File: src/cspp_pkg.sv
package cspp_pkg;
  localparam int SIGNALS_DEF = 64;
  localparam int PDUS_DEF = 16;
  localparam int PDU_BYTES_DEF = 8;

  typedef enum logic [2:0] {
    OP_LOAD_SIG = 3'd0,
    OP_LOAD_PDU = 3'd1,
    OP_SEND = 3'd2,
    OP_RECV = 3'd3,
    OP_RX_PDU = 3'd4,
    OP_TICK = 3'd5
  } op_t;

  localparam logic [1:0] REG_ENABLE = 2'd0;
  localparam logic [1:0] REG_SIGS = 2'd1;
  localparam logic [1:0] REG_PDUS = 2'd2;

  typedef struct packed {
    logic [2:0] op;
    logic [5:0] signal_index;
    logic [3:0] pdu_index;
    logic [5:0] bit_position;
    logic [6:0] bit_size;
    logic triggered;
    logic is_tx;
    logic [15:0] period;
    logic [3:0] byte_count;
    logic [63:0] data;
    logic err;
  } cmd_t;

  function automatic logic [63:0] low_bits(input logic [6:0] n);
    logic [63:0] m;
    if (n >= 7'd64) m = '1;
    else m = (64'd1 << n[5:0]) - 64'd1;
    return m;
  endfunction
endpackage

File: src/cspp_front.sv
module cspp_front import cspp_pkg::*; (
  input  logic in_start,
  output logic in_busy,
  input  logic [2:0] in_operation,
  input  logic [5:0] in_signal_index,
  input  logic [3:0] in_pdu_index,
  input  logic [5:0] in_bit_position,
  input  logic [6:0] in_bit_size,
  input  logic in_triggered,
  input  logic in_is_tx,
  input  logic [15:0] in_period,
  input  logic [3:0] in_byte_count,
  input  logic [63:0] in_data,
  input  logic en,
  input  logic [6:0] sig_lim,
  input  logic [4:0] pdu_lim,
  input  logic q_full,
  output logic q_push,
  output cmd_t q_cmd
);
  logic bad;
  always_comb begin
    bad = !en || in_operation > OP_TICK;
    if ((in_operation == OP_LOAD_SIG || in_operation == OP_SEND || in_operation == OP_RECV)
        && {1'b0, in_signal_index} >= sig_lim) bad = 1'b1;
    if ((in_operation == OP_LOAD_SIG || in_operation == OP_LOAD_PDU ||
         in_operation == OP_RX_PDU) && {1'b0, in_pdu_index} >= pdu_lim) bad = 1'b1;
  end
  assign in_busy = q_full;
  assign q_push = in_start && !q_full;
  assign q_cmd = '{op: in_operation, signal_index: in_signal_index,
                   pdu_index: in_pdu_index, bit_position: in_bit_position,
                   bit_size: in_bit_size, triggered: in_triggered, is_tx: in_is_tx,
                   period: in_period, byte_count: in_byte_count, data: in_data, err: bad};
endmodule

File: config.mk
export PLATFORM = sky130hd
export DESIGN_NAME = cspp_front
export DESIGN_NICKNAME = d
export VERILOG_FILES = /design/src/cspp_pkg.sv /design/src/cspp_front.sv
export SDC_FILE = /design/constraint.sdc
export NUM_CORES = 1
export LEC_CHECK = 0
export ABC_AREA = 1
export BUFFER_PORTS_ARGS = -buffer_cell sky130_fd_sc_hd__buf_2
export CAP_MARGIN = 20
export CELL_PAD_IN_SITES_DETAIL_PLACEMENT = 1
export CELL_PAD_IN_SITES_GLOBAL_PLACEMENT = 2
export CORE_MARGIN = 10
export CORE_UTILIZATION = 10
export DETAILED_ROUTE_END_ITERATION = 10
export PLACE_DENSITY_LB_ADDON = 0.25
export SLEW_MARGIN = 15
export SYNTH_ARGS = -nofsm -noshare
export SYNTH_HDL_FRONTEND = slang
export SYNTH_SLANG_ARGS = --single-unit
export TNS_END_PERCENT = 5
File: constraint.sdc
create_clock -name vclk -period 2.55
set_clock_uncertainty 0.2 [all_clocks]
set_input_delay 0.1275 -clock vclk [all_inputs]
set_output_delay 0.1275 -clock vclk [all_outputs]
set_load 0.01 [all_outputs]
==> flow_summary.toml, run 1 <==
[routing]
routed_wl_um = 2920
topRoutingLayerUsed = "met4"
ant_nets = 0
dr_wl_met2_um = 1280
drcViolationCount = 0
wl_met3_um = 497
vias = 678
met1Wirelength_um = 771
drtIter0Drc = 13
first_pass_iters = 4
wl_per_cell_um = 11.5
via_per_inst = 2.66

[pwr]
power_uw = 101
power-per-cell-area_nw_per_um2 = 130
ir_worst_vdd_mv = 0.0101
p_leak_nw = 0.429

[sta]
final.setup.tns_ns = 0
setup_viol = 0
final.min_clock_period_ns = 1.54
relSlewSlack_pct = 85.0
hold_viol = 0
rsz0062_at_grt = "no"
worst_pin_slew_ns = 0.224
slew_violations = 0
layout_worst_path_cycle_share_pct = 60.2
fmax_mhz = 651

[worst_setup_path]
cp.required_ns = 2.22
arrival_ns = 1.21
crit_path_end_kind = "output pin"
critPathKind = "input port to output pin"
crit_fanout = 3
start_kind = "input port"
crit_start = "in_signal_index[4]"

[global_routing]
grt_antenna_before_repair = 0
grt_pass1_vias = 707
grt_pass1_wl_um = 3800
grt_usage_pct = 2.77
grt_max_degree = 5
gr-total-overflow = 0

[floorplan]
rows = 40
die-area_um2 = 17100
dieHeight_um = 131
fp.dieW_um = 131
core_area_um2 = 12000
start_util_pct = 10.2
io_pins = 242

[yosys]
synth_top_area_share_pct = 69.9
syn_area_um2 = 1220
ys_top_cells_by_count = "114 x buf_4, 21 x inv_1, 13 x nand2_1"
synth_most_common_cell = "buf_4"
syn-mean-instance-area_um2 = 6.88
yosysWarnings = 0
synth.distinct_cells = 14
ys_seq_area_share_pct = 0
synth_nets = 315
synthCells = 178
synth_area_leader_cell = "buf_4"
synth.area.top_cells = "buf_4 70%, ha_1 10%, inv_1 6.4%"

[clock_network]
ctsHoldBuffers = 0
cts_resized = 0
post-cts-setup-buffers = 0

[place]
portBuffers = 44
hpwl_um = 2670
gp_congestion = 0.618
place_area_um2 = 773
dp_cells = 255

[job]
cap_viol_max_count = 0

[worst_hold_path]
hold_path.class = "input port to output pin"
holdCritStartpoint = "in_data[10]"

[finish]
regArea_um2 = 0
area_growth_pct = -36.9
antenna_cells = 0
multi_input_area_um2 = 290
drive_above_1_share_pct = 44.4
layout.nets = 247
fillers = 1473
clock_buffer_count = 0
flops_and_latches = 0
fin_area_um2 = 773
instances_no_fill = 255

[status]
status = "complete, no violations"
## critical path, stage by stage
cell and delay [ns]:
buf_2 0.11, ha_1 0.32, nand2_1 0.08, nand2_1 0.05
a21oi_1 0.12, nand3_1 0.12, nand2_1 0.09, nand3_2 0.05
buf_2 0.14
## final timing paths
| path | endpoint | slack [ns] | depth (start not counted) |
|---|---|---|---|
| setup / recovery | q_cmd[0] | 1.01 | 9 |
| hold / removal | q_cmd[11] | 0.06 | 0 |
## layer usage
metal / global-route usage (%) / vias to the layer above
met3: 0.886 / 42
li1: - / 284
met4: 4.32 / 0
met1: 2.03 / 282
met2: 4.67 / 70
met5: 0 / -
## per-stage QoR
stage / util, % / hold WS [ns] / worst slack (ns)
6_report: 6.44 / 0.0550 / 1.01
5_1_grt: 6.44 / 0.0550 / 0.899
4_1_cts: 6.44 / 0.0551 / 0.971
3_5_place_dp: 6.44 / 0.0551 / 0.974
3_3_place_gp: 6.44 / 0.0551 / 0.982
2_1_floorplan: - / 0.103 / 1.24
## power breakdown
group	internal [mW]	leakage [nW]	switching, mW	total (mW)
registers	0	0	0	0
clock network	0	0	0	0
logic	0.0467	0.429	0.0538	0.101
## cells in the final DEF (no fill, tap or decap)
| master | count |
|---|---|
| nand3_2 | 1 |
| inv_1 | 21 |
| nand3_1 | 3 |
| a21oi_2 | 2 |
| a21boi_0 | 1 |
| nand2_1 | 13 |
| a21oi_1 | 3 |
| nand3b_1 | 2 |
| nor2_1 | 5 |
| buf_2 | 44 |
| nor3_1 | 1 |
| ha_1 | 10 |
| nor2_2 | 1 |
| nand4_1 | 1 |
## logic make-up after synthesis
logic type      share of synthesized area (%)
simple gates                             10.2
buf+inv                                  76.3
compound gates                           3.27
fa+ha+maj                                10.2
## final cells by class
type | count | area share, %
inverters | 21 | 10.2
repair buffers | 44 | 28.5
well taps | 147 | 23.8
multi-input cells | 43 | 37.5
Power figures use the tool's default switching activity.
==> inputs of run 2 (changes only) <==
==> constraint.sdc (replaced) <==
create_clock -name vclk -period 1.3
set_clock_uncertainty 0.2 [all_clocks]
set_input_delay 0.065 -clock vclk [all_inputs]
set_output_delay 0.065 -clock vclk [all_outputs]
set_load 0.01 [all_outputs]
==> run 2 against run 1 <==
Compared with the run above:
- clock-buffer cell count unchanged
- critical endpoint unchanged
- first-iteration DRC count is 77% lower
- routed wire length up 89%
- largest power group unchanged
- critical path depth unchanged
- total power grew to 6.5 times the previous value
- sequential share of layout area unchanged
- cell count up 40%
- combinational power increased to 6.4 times the previous value
- via count is 54% higher
- global-route usage increased by 2.2 points
- critical path type unchanged
==> flow_summary.toml, run 2 (synthesized netlist as in run 1, its figures left out) <==
[status]
status = "complete, no violations"

[worst_setup_path]
start_kind = "input port"
crit_path_frequent_cell = "nand2_2"
critical_path_depth = 9
crit_path_end_kind = "output pin"
cp-endpoint = "q_cmd[0]"
crit_fanout = 3
cp_slowest_cell = "ha_4"
cp.required_ns = 1.03
crit_chain = "buf_4 > ha_4 > nand2_2 > nand2_2 > a21oi_2 > nand3_2 > nand2_2 > nand3_2 > buf_6"
crit_buf_inv = 2
crit_start = "in_pdu_index[2]"
arrival_ns = 1.02
critPathTopFamily = "simple AND/OR/NAND/NOR gates"
worst_path_largest_cell_delay_ns = 0.24
critPathKind = "input port to output pin"

[finish]
final_common_cell = "dlygate4sd3_1"
final_util_pct = 16.5
instances_no_fill = 357
drive_above_1_share_pct = 38.6
clock_buffer_count = 0
flops_and_latches = 0
layout_common_cells = "99 x dlygate4sd3_1, 38 x buf_2, 12 x inv_1, 8 x ha_4, 7 x nand2_1"
area_growth_pct = 61.4
regArea_um2 = 0
antenna_cells = 0
layout.nets = 349

[place]
hpwl_um = 2630
dp_cells = 257
gp_congestion = 0.612
portBuffers = 44

[floorplan]
rows = 40
fp.dieW_um = 131
io_pins = 242
dieHeight_um = 131
die-area_um2 = 17100
core_area_um2 = 12000
start_util_pct = 10.2

[global_routing]
grt_antenna_before_repair = 0
grt_pass1_wl_um = 7100
grt_usage_pct = 4.98
grt_pass1_vias = 1340
gr-total-overflow = 0
grt_max_degree = 5

[sta]
rsz0062_at_grt = "yes"
hold_slack_ns = 0.114
relSlewSlack_pct = 84.1
slew_violations = 0
fmax_mhz = 776
hold_viol = 0
setup_viol = 0
final.min_clock_period_ns = 1.29
worst_pin_slew_ns = 0.237
layout_worst_path_cycle_share_pct = 99.1

[routing]
vias = 1046
via_per_inst = 2.93
first_pass_iters = 2
drtIter0Drc = 3
ant_nets = 0
routed_wl_um = 5520
drcViolationCount = 0
wl_per_cell_um = 15.5

[worst_hold_path]
hold_path.class = "input port to output pin"

[pwr]
p_leak_nw = 0.875
power-per-cell-area_nw_per_um2 = 328
ir_worst_vdd_mv = 0.102

[job]
cap_viol_max_count = 0
-- run 2: changes by cell type in the layout (fill, tap and decap cells not counted), sizes merged --
cell / delta
dlygate4sd3: +99
buf: +3
-- run 2: power breakdown --
group / internal [mW] / switching [mW]
registers: 0 / 0
clock network: 0 / 0
logic: 0.353 / 0.296
-- run 2: per-stage QoR --
step	TNS, ns	cell area, um^2	total power [mW]	setup slack, ns
2_1_floorplan	0	1220	0.447	0.118
3_3_place_gp	-0.145	788	0.214	-0.145
3_5_place_dp	-0.147	788	0.213	-0.147
4_1_cts	-0.0301	1910	0.632	-0.0301
5_1_grt	-0.0613	1980	0.709	-0.0613
6_report	0	1980	0.649	0.0111
-- run 2: how the worst min path moves through the flow --
stage / slack (ns) / from / cells past startpoint / endpoint
after CTS: 0.14 / q_full / 2 / in_busy
after global placement: -0.07 / in_data[11] / 0 / q_cmd[12]
after floorplan: -0.02 / q_full / 1 / q_push
after detailed placement: -0.07 / in_data[11] / 0 / q_cmd[12]
final: 0.11 / in_signal_index[0] / 2 / q_cmd[104]
after global routing: 0.13 / in_signal_index[0] / 2 / q_cmd[104]
-- run 2: layer usage --
metal  global-route usage (%)  vias up  wire [um]
met3                     3.14        0        928
met2                     10.4      124       3130
met4                        0        0          0
li1                         -      490          -
met1                     3.94      432       1460
met5                        0        -          0
-- run 2: final cells by class --
class | instances | area [um^2]
Fill cell | 1412 | 10000
Inverter | 21 | 86.3
Multi-Input combinational cell | 43 | 443
Tap cell | 147 | 184
Timing Repair Buffer | 146 | 1260
-- run 2: timing repair --
item / in CTS / in global routing
pin swaps: 14 / 23
setup buffers: 0 / 1
setup endpoints to repair: 1 / 1
gates resized for setup: 25 / 17
hold buffers: 99 / 0
endpoints found under the hold margin: 99 / 0
==> inputs of run 3 (changes only) <==
==> constraint.sdc (replaced) <==
create_clock -name vclk -period 1.3
set_clock_uncertainty 0.2 [all_clocks]
set_input_delay 0.26 -clock vclk [all_inputs]
set_output_delay 0.26 -clock vclk [all_outputs]
set_load 0.01 [all_outputs]
==> run 3 against run 2 <==
Compared with the run above:
- the flow now finishes with violations (setup timing)
- cell count decreased by 28%
- die area stayed put
- clock-buffer cell count is the same
- sequential share of layout area is the same
- critical path type unchanged
==> flow_summary.toml, run 3 (synthesized netlist as in run 1, its figures left out) <==
[routing]
routed_wl_um = 2920
via_per_inst = 2.56
drcViolationCount = 0
first_pass_iters = 3
wl_per_cell_um = 11.4
ant_nets = 0
vias = 655
drtIter0Drc = 2

[global_routing]
grt_max_degree = 5
gr-total-overflow = 0
grt_antenna_before_repair = 0
grt_usage_pct = 2.85
grt_pass1_vias = 682
grt_pass1_wl_um = 3880

[finish]
clock_buffer_count = 0
layout_common_cells = "33 x buf_2, 13 x inv_1, 11 x buf_6, 9 x nand2_1, 9 x ha_4"
final_common_cell = "buf_2"
fillers = 1443
drive_above_1_share_pct = 71.6
regArea_um2 = 0
flops_and_latches = 0
area_growth_pct = -16.3
layout.nets = 248
antenna_cells = 0

[worst_setup_path]
crit_fanout = 3
worst_path_largest_cell_delay_ns = 0.27
start_kind = "input port"
arrival_ns = 1.21
critPathTopFamily = "simple AND/OR/NAND/NOR gates"
crit_path_end_kind = "output pin"
cp.required_ns = 0.84
cp_slowest_cell = "ha_4"
critPathKind = "input port to output pin"
crit_chain = "buf_6 > inv_4 > ha_4 > nand2_2 > nor3_2 > nand2_1 > nand3_2 > nand2_2 > nand3_2 > buf_6"
crit_buf_inv = 3

[sta]
fmax_mhz = 600
worst_pin_slew_ns = 0.221
rsz0062_at_grt = "yes"
final.setup.tns_ns = -0.366
relSlewSlack_pct = 85.1
final.min_clock_period_ns = 1.67
setup_viol = 1
hold_slack_ns = 0.320
setup_slack_ns = -0.366
hold_viol = 0
layout_worst_path_cycle_share_pct = 128
slew_violations = 0

[floorplan]
die-area_um2 = 17100
dieHeight_um = 131
rows = 40
fp.dieW_um = 131
io_pins = 242
start_util_pct = 10.2
core_area_um2 = 12000

[place]
gp_congestion = 0.587
dpl_worst_slack_ns = -0.508
hpwl_um = 2650
portBuffers = 44

[job]
cap_viol_max_count = 0

[pwr]
power_uw = 296
ir_worst_vdd_mv = 0.0273
p_leak_nw = 0.465
power-per-cell-area_nw_per_um2 = 288

[worst_hold_path]
hold_path.class = "input port to output pin"

[status]
status = "finished with violations"
violations = "setup timing"

[clock_network]
post-cts-setup-buffers = 0
ctsHoldBuffers = 0
run 3: what timing repair did:
action,4_1_cts,5_1_grt
pin swaps,17,11
gates resized for setup,27,14
setup endpoints to repair,1,1
run 3: power breakdown:
group          switching (mW)  internal [mW]  leakage [nW]
combinational           0.141          0.155         0.465
clock                       0              0             0
sequential                  0              0             0
total                   0.141          0.155         0.465
run 3: path summary, 6_finish.rpt:
kind,start,end,slack (ns),depth (start not counted)
hold / removal,in_data[13],q_cmd[14],0.32,0
setup / recovery,sig_lim[4],q_cmd[0],-0.37,10
run 3: cell type report:
cell class	count	area, um^2	share of cell area [%]
multi-input cells	43	455	44.4
repair buffers	45	297	28.9
well taps	147	184	17.9
inverters	21	88.8	8.67
run 3: stage by stage:
stage	utilization (%)	instances	area, um^2
after floorplan	-	178	1280
after global placement	6.97	256	837
after detailed placement	6.97	256	837
after CTS	7.91	256	950
after global routing	8.53	256	1020
final	8.53	256	1020
run 3: metal layers:
metal	up-vias	share of wire, %	track usage, %
met5	-	0	0
met4	0	12	4.12
met3	38	21	1.77
met1	266	25	2.10
met2	64	42	4.28
li1	287	-	-
